===== src/hdl/rbe_pkg.sv =====
`default_nettype none
package rbe_pkg;

  // Widths fixed by the item fields
  localparam int COORD_W = 32;
  localparam int EXT_W   = 31;
  localparam int NUM_W   = 34;  // coordinate difference, box corner minus ray origin
  localparam int QUO_W   = 33;  // quotient bits resolved before saturation
  localparam int NUM_EDGES = 4;

  // Edge order and result codes
  localparam logic [1:0] EDGE_LEFT   = 2'd0;
  localparam logic [1:0] EDGE_TOP    = 2'd1;
  localparam logic [1:0] EDGE_RIGHT  = 2'd2;
  localparam logic [1:0] EDGE_BOTTOM = 2'd3;

  localparam logic signed [COORD_W-1:0] T_MAX = 32'sh7FFF_FFFF;
  localparam logic signed [COORD_W-1:0] T_MIN = 32'sh8000_0000;

  typedef struct packed {
    logic signed [COORD_W-1:0] box_center_x;
    logic signed [COORD_W-1:0] box_center_y;
    logic        [EXT_W-1:0]   half_width;
    logic        [EXT_W-1:0]   half_height;
    logic signed [COORD_W-1:0] ray_start_x;
    logic signed [COORD_W-1:0] ray_start_y;
    logic signed [COORD_W-1:0] ray_step_x;
    logic signed [COORD_W-1:0] ray_step_y;
  } in_item_t;

  // One edge handed to a divider: segment test outcome and the t fraction
  typedef struct packed {
    logic                      ok;
    logic signed [NUM_W-1:0]   num;
    logic signed [COORD_W-1:0] den;
  } edge_req_t;

  typedef struct packed {
    logic                      ok;
    logic signed [COORD_W-1:0] t;
  } edge_res_t;

  typedef struct packed {
    logic                      hit;
    logic signed [COORD_W-1:0] ray_param;
    logic        [1:0]         edge_index;
  } res_item_t;

endpackage
`default_nettype wire


===== src/hdl/rbe_sel.sv =====
`default_nettype none
module rbe_sel (
  input  wire logic               clk,
  input  wire logic               rst_n,
  input  wire logic               en,
  input  wire logic               vld_i,
  input  wire rbe_pkg::edge_res_t res_i [rbe_pkg::NUM_EDGES],
  output logic                    vld_o,
  output rbe_pkg::res_item_t      res_o
);

  rbe_pkg::res_item_t res_nxt;

  // Strict compare keeps the earlier edge on a tie
  always_comb begin
    res_nxt = '{hit: 1'b0, ray_param: rbe_pkg::T_MAX, edge_index: rbe_pkg::EDGE_LEFT};
    for (int e = 0; e < rbe_pkg::NUM_EDGES; e++) begin
      if (res_i[e].ok && (!res_nxt.hit || (res_i[e].t < res_nxt.ray_param))) begin
        res_nxt.hit        = 1'b1;
        res_nxt.ray_param  = res_i[e].t;
        res_nxt.edge_index = 2'(e);
      end
    end
  end

  logic               vld_r;
  rbe_pkg::res_item_t res_r;

  always_ff @(posedge clk) begin
    if (!rst_n) begin
      vld_r <= 1'b0;
    end else if (en) begin
      vld_r <= vld_i;
    end
  end

  always_ff @(posedge clk) begin
    if (en) begin
      res_r <= res_nxt;
    end
  end

  assign vld_o = vld_r;
  assign res_o = res_r;

endmodule
`default_nettype wire


===== config.mk =====
export PLATFORM = sky130hd
export DESIGN_NAME = rbe_sel
export DESIGN_NICKNAME = d
export VERILOG_FILES = /design/src/hdl/rbe_pkg.sv /design/src/hdl/rbe_sel.sv
export SDC_FILE = /design/constraint.sdc
export NUM_CORES = 1
export LEC_CHECK = 0
export ABC_AREA = 1
export ABC_CLOCK_PERIOD_IN_PS = 8550
export BUFFER_PORTS_ARGS = -buffer_cell sky130_fd_sc_hd__clkbuf_2
export CELL_PAD_IN_SITES_DETAIL_PLACEMENT = 2
export CELL_PAD_IN_SITES_GLOBAL_PLACEMENT = 2
export CORE_ASPECT_RATIO = 0.8
export CORE_MARGIN = 4
export CORE_UTILIZATION = 26
export DETAILED_ROUTE_END_ITERATION = 8
export PLACE_DENSITY = 0.88
export SLEW_MARGIN = 20
export SYNTH_ARGS = -nofsm -noshare
export SYNTH_HDL_FRONTEND = slang
export SYNTH_SLANG_ARGS = --single-unit

===== constraint.sdc =====
create_clock -name clk -period 8.55 [get_ports clk]
set_input_delay 1.71 -clock clk [delete_from_list [all_inputs] [get_ports clk]]
set_output_delay 1.71 -clock clk [all_outputs]
set_load 0.01 [all_outputs]

; Word level (Yosys, flattened, before mapping)
; Cells that the tools add are included.
; Widths: inputs -> output; s select.
[word_totals]
ff_bits = 36
latch_bits = 0
ram_bits = 0
mem_bits_ro = 0
in_bits = 136
out_inout_bits = 36
word_cells = 22
n_memories = 0
[classes]
n_addsub = 0
multipliers = 0
div = 0
order_cmp = 3
n_eq_ne = 0
shifts = 0
mux = 4
n_bitwise = 0
n_reduce_logical = 10
[ops]
columns = cell, n
row1 = $mux 35, 3
row2 = $lt 32x32->1, 3
row3 = $mux 34, 1
row4 = $logic_and 1x1->1, 3
row5 = $logic_not 1->1, 3
row6 = $logic_or 1x1->1, 3
row7 = $reduce_or 2->1, 1

; Logic depth before layout (Yosys ltp)
[depth]
depth_word = 13
ltp_mapped = 55
ltp_nobuf = 52

; Worst setup path before layout
; Ideal clock, no wire load.
[synth_path]
path_type = in2reg
startpoint = input res_i[131] (netlist bit)
endpoint = register res_r (netlist bit res_o[0]) (data pin)
setup_time_ns = 0.266
t_arrival_ns = 7.456
required_ns = 8.284
setup_slack_ns = 0.828
cell_stages = 47
path_buffers = 6
path_cell_list = inv_1 -> clkbuf_1 -> buf_1 -> nor2_1 -> ha_1 -> nand2_1 -> inv_1 -> o21ai_0 -> nand2_1 -> nand2_1 -> o211ai_1 -> a21oi_1 -> nand2_1 -> nand2_1 -> nand3_2 -> nand2_4 -> clkbuf_1 -> clkbuf_1 -> [11 not listed] -> nand2_1 -> clkinv_1 -> clkbuf_1 -> o21ai_0 -> inv_1 -> ha_1 -> a21oi_1 -> nand3b_1 -> a21oi_1 -> a2111oi_0 -> nand2_1 -> nand2_1 -> nand2_1 -> nand2_1 -> nand3_2 -> nand2_4 -> buf_6 -> o21ai_1
[synth_via]
elab_chain_cells = 12
word_cells_on_any_way = 15
cone_classes = order compare: 3 / mux: 3 / reduce/logical: 9
[synth_lines]
columns = item, line
row1 = from (decl), rbe_sel.sv:7  ; input wire rbe_pkg::edge_res_t res_i [rbe_pkg::NUM_EDGES],
row2 = $mux 35 *, rbe_sel.sv:18  ; if (res_i[e].ok && (!res_nxt.hit || (res_i[e].t < res_nxt.ray_param))) begin
row3 = $lt 32x32->1 or $logic_not 1->1 (tied branches), rbe_sel.sv:18
row4 = $logic_or 1x1->1, rbe_sel.sv:18
row5 = $logic_and 1x1->1, rbe_sel.sv:18
row6 = $mux 35 *, rbe_sel.sv:18
row7 = $lt 32x32->1 or $logic_not 1->1 (tied branches), rbe_sel.sv:18
row8 = $logic_or 1x1->1, rbe_sel.sv:18
row9 = $logic_and 1x1->1, rbe_sel.sv:18
row10 = $mux 35 *, rbe_sel.sv:18
row11 = $lt 32x32->1 or $logic_not 1->1 (tied branches), rbe_sel.sv:18
row12 = $logic_or 1x1->1, rbe_sel.sv:18
row13 = $logic_and 1x1->1, rbe_sel.sv:18
row14 = to (signal assigned), rbe_sel.sv:39  ; res_r <= res_nxt;
row15 = to (decl), rbe_sel.sv:27  ; rbe_pkg::res_item_t res_r;
; Every way passes the cells marked *; elsewhere a longest branch is shown, timed or not.
; A chain may end at the register's enable or synchronous reset.

==> results.md <==
* Status: completed
* Row count at 43
* CP max FO at 54
* Lkg Pwr at 0.00318 uW
* Diodes inserted at 0
* Max Root-Sink Buffers at 2
* Reg power frac at 0.281
* Largest family of logic cells by synthesized area: simple AND/OR/NAND/NOR gates
* Core area at 17400 um2
* First-pass GRT wire length at 28400 um
* Setup Skew at 0 ns
* Post-layout util at 0.341
* Max cap viols at 0
* Mux cell area share after synthesis at 0
* Post-synth EDFFs at 35
* Io pins at 172
* Finished Layout Cells at 1058
* DR vias at 5126
* Crit end category: flop
* Top cell by count, worst path: nand2_1
* Worst-case reg-to-reg path depth at 2
* CP max stage delay at 0.38 ns
* Most common cell in the netlist: nand2_1
* Critical path's top delay family: simple AND/OR/NAND/NOR gates
* Layout net count at 1057
* Placed cells at 1048
* Compound-cell area share of the yosys netlist at 0.147
* Area grow syn2layout at 28.7%
* Ys flop type: edfxtp_1
* Multi-input gate area at 3250 um2
* GPL Wtd Cong at 0.823
* WP buf/inv at 9
* Hold_sp: vld_o
* CTS tree: built
* Post-synthesis xor/xnor area fraction at 0
* Mapped Cells at 670
* Post-Synth Adder-Cell Area at 0.242
* CP arrival at 7.89 ns
* ANT nets after route at 0
* Met1 WL at 9090 um
* DR pass1 iterations at 4
* R2R Path End: vld_o
* Register area at 1070 um2
* Avg Cell Area, Syn at 6.87 um2
* Gr usage total at 0.178
* Clk root buf: clkbuf_16
* Max Clock Freq at 127 MHz
* H-tree Lvls at 2
* Worst vdd ir at 68.6 uV
* DRT iter0 DRCs at 127
* YS warnings at 0
* Ys async rst share at 0
* WL/cell at 17.3 um
* Distinct cell type count after synthesis at 31
* Largest net degree at the start of global routing at 55
* Synth top area cells: ha_1 24%, edfxtp_1 23%, nand2_1 18%
* Top cell type's share of synthesized area at 0.242
* Post-Synthesis Net Count at 895
* Critical Path Start Type: primary input
* Seq/Total Area, Yosys at 0.233
* Slew margin rel. at 0.356
* Power share of the combinational group at 0.501
* Simple-gate share of the synthesized area at 0.302
* Residual DRC at 0
* Slowest CP cell: o21ai_0
* Via density at 4.84
* Mapped cell area at 4600 um2
* Switch Pwr at 363 uW
* Reg2reg setup slack at 7.88 ns
* Worst r2r src: vld_o
* RSZ-0062 raised after global routing: false
* Die footprint at 19900 um2
* Total wire length at 18300 um
* Synth area leader: ha_1
* Required @ worst endpoint at 8.58 ns
* Initial antenna violation count at 0
* Proportion of layout cells with a drive suffix above 1 at 0.238
* Grt ovf at 0
* Fillers at 2163
* Switching power share of the total at 0.408
* Clock transition at path regs at 0.06 ns
* Final min period at 7.86 ns
* Min-Delay Endpoint: vld_o
* Final period util at 0.920
* Max Transition Viols Final at 0
* Final setup fails at 0
* WL met3 at 699 um
* Clock power share at 0.219
* Crit Path Class: primary input to flop
* PwrDens at 150 nW/um2
* Commonest cells post-synth: 215 x nand2_1, 89 x ha_1, 68 x o21ai_0
* Initial cell density of the core at 0.265
* Clk_lat worst skew at 0.27 ns
* DP Wirelength at 15900 um
* Synthesis-stage register bit count at 36
* WHS Path Cells at 2
* Worst Tran Pin Value at 0.966 ns
* Height of the die at 127 um
* WL met2 at 8320 um
* Internal power at 527 uW
* PortBufs at 171
* Number of buffers created by CTS at 5
* Final Hold Vio Count at 0
* Die width at 157 um
* Clock Sinks at 36
* Hold Path Class: flop to flop
* Number of global-route vias before repair at 5419
* Uppermost routed layer: met4
cell families (layout without fill, tap and decap cells):
kind of cell / after synthesis / after routing
compound gates: 126 / 126
fa+ha+maj: 89 / 89
buf+inv: 86 / 247
flops: 36 / 36
simple gates: 333 / 335
through the flow:
| step | setup WS (ns) | setup TNS [ns] | hold WS [ns] | cell area (um2) | total power (uW) |
|---|---|---|---|---|---|
| 2_1_floorplan | 0.828 | 0 | 0.555 | 4600 | 518 |
| 3_3_place_gp | 0.266 | 0 | 0.535 | 5700 | 669 |
| 3_5_place_dp | -0.109 | -1.05 | 0.543 | 5700 | 692 |
| 4_1_cts | 0.165 | 0 | 0.558 | 5850 | 893 |
| 5_1_grt | 0.00962 | 0 | 0.631 | 5920 | 970 |
| 6_report | 0.686 | 0 | 0.550 | 5920 | 890 |
cell usage in the layout (no fill, tap or decap), types with 16 or more instances in the layout:
| cell type | n |
|---|---|
| nor2_1 | 47 |
| nand2_1 | 215 |
| nand3_1 | 46 |
| o21ai_0 | 53 |
| a21oi_1 | 41 |
| clkbuf_2 | 171 |
| edfxtp_1 | 35 |
| o21ai_1 | 16 |
| ha_1 | 89 |
| inv_1 | 60 |
power by group through the flow:
stage / clock, uW / combinational [uW] / sequential, uW
finish: 195 / 446 / 250
global route: 207 / 510 / 253
CTS: 200 / 442 / 251
detailed placement: 0 / 438 / 254
global placement: 0 / 417 / 252
floorplan: 0 / 247 / 271
flip-flops by register name, summed over array words and instances, names as in the netlist:
name	flops
res_o	35
vld_o	1
metal layers:
layer  vias to the layer above  GRT usage
met1                      2413      0.253
met3                         6     0.0179
met5                         -          0
li1                       2606          -
met2                       101      0.296
met4                         0     0.0321
timing repair:
action | 4_1_cts | 5_1_grt
endpoints found under the setup margin | 0 | 35
hold buffers | 0 | 0
gates resized for setup | 0 | 22
setup buffers | 0 | 0
worst register-to-register path: stages, from the launching register on:
cell and delay [ns]:
dfxtp_1 0.30, o21ai_0 0.16, a21oi_1 0.06
worst max-delay path by stage:
| stage | startpoint | to | slack (ns) | cells after the start |
|---|---|---|---|---|
| 3_3_place_gp | res_i[131] | res_o[13] | 0.27 | 42 |
| 6_report | res_i[131] | res_o[25] | 0.69 | 43 |
| 4_1_cts | res_i[131] | res_o[13] | 0.17 | 44 |
| 2_1_floorplan | res_i[131] | res_o[0] | 0.83 | 47 |
| 3_5_place_dp | res_i[131] | res_o[13] | -0.11 | 44 |
| 5_1_grt | res_i[131] | res_o[22] | 0.01 | 42 |
final cells by class:
type,count,area share
multi-input combinational,550,0.549
timing repair buffer,178,0.158
tap,225,0.0475
sequential,36,0.181
clock buffer,8,0.0264
inverter,61,0.0387
No activity file was read; power rests on OpenSTA's default activity.
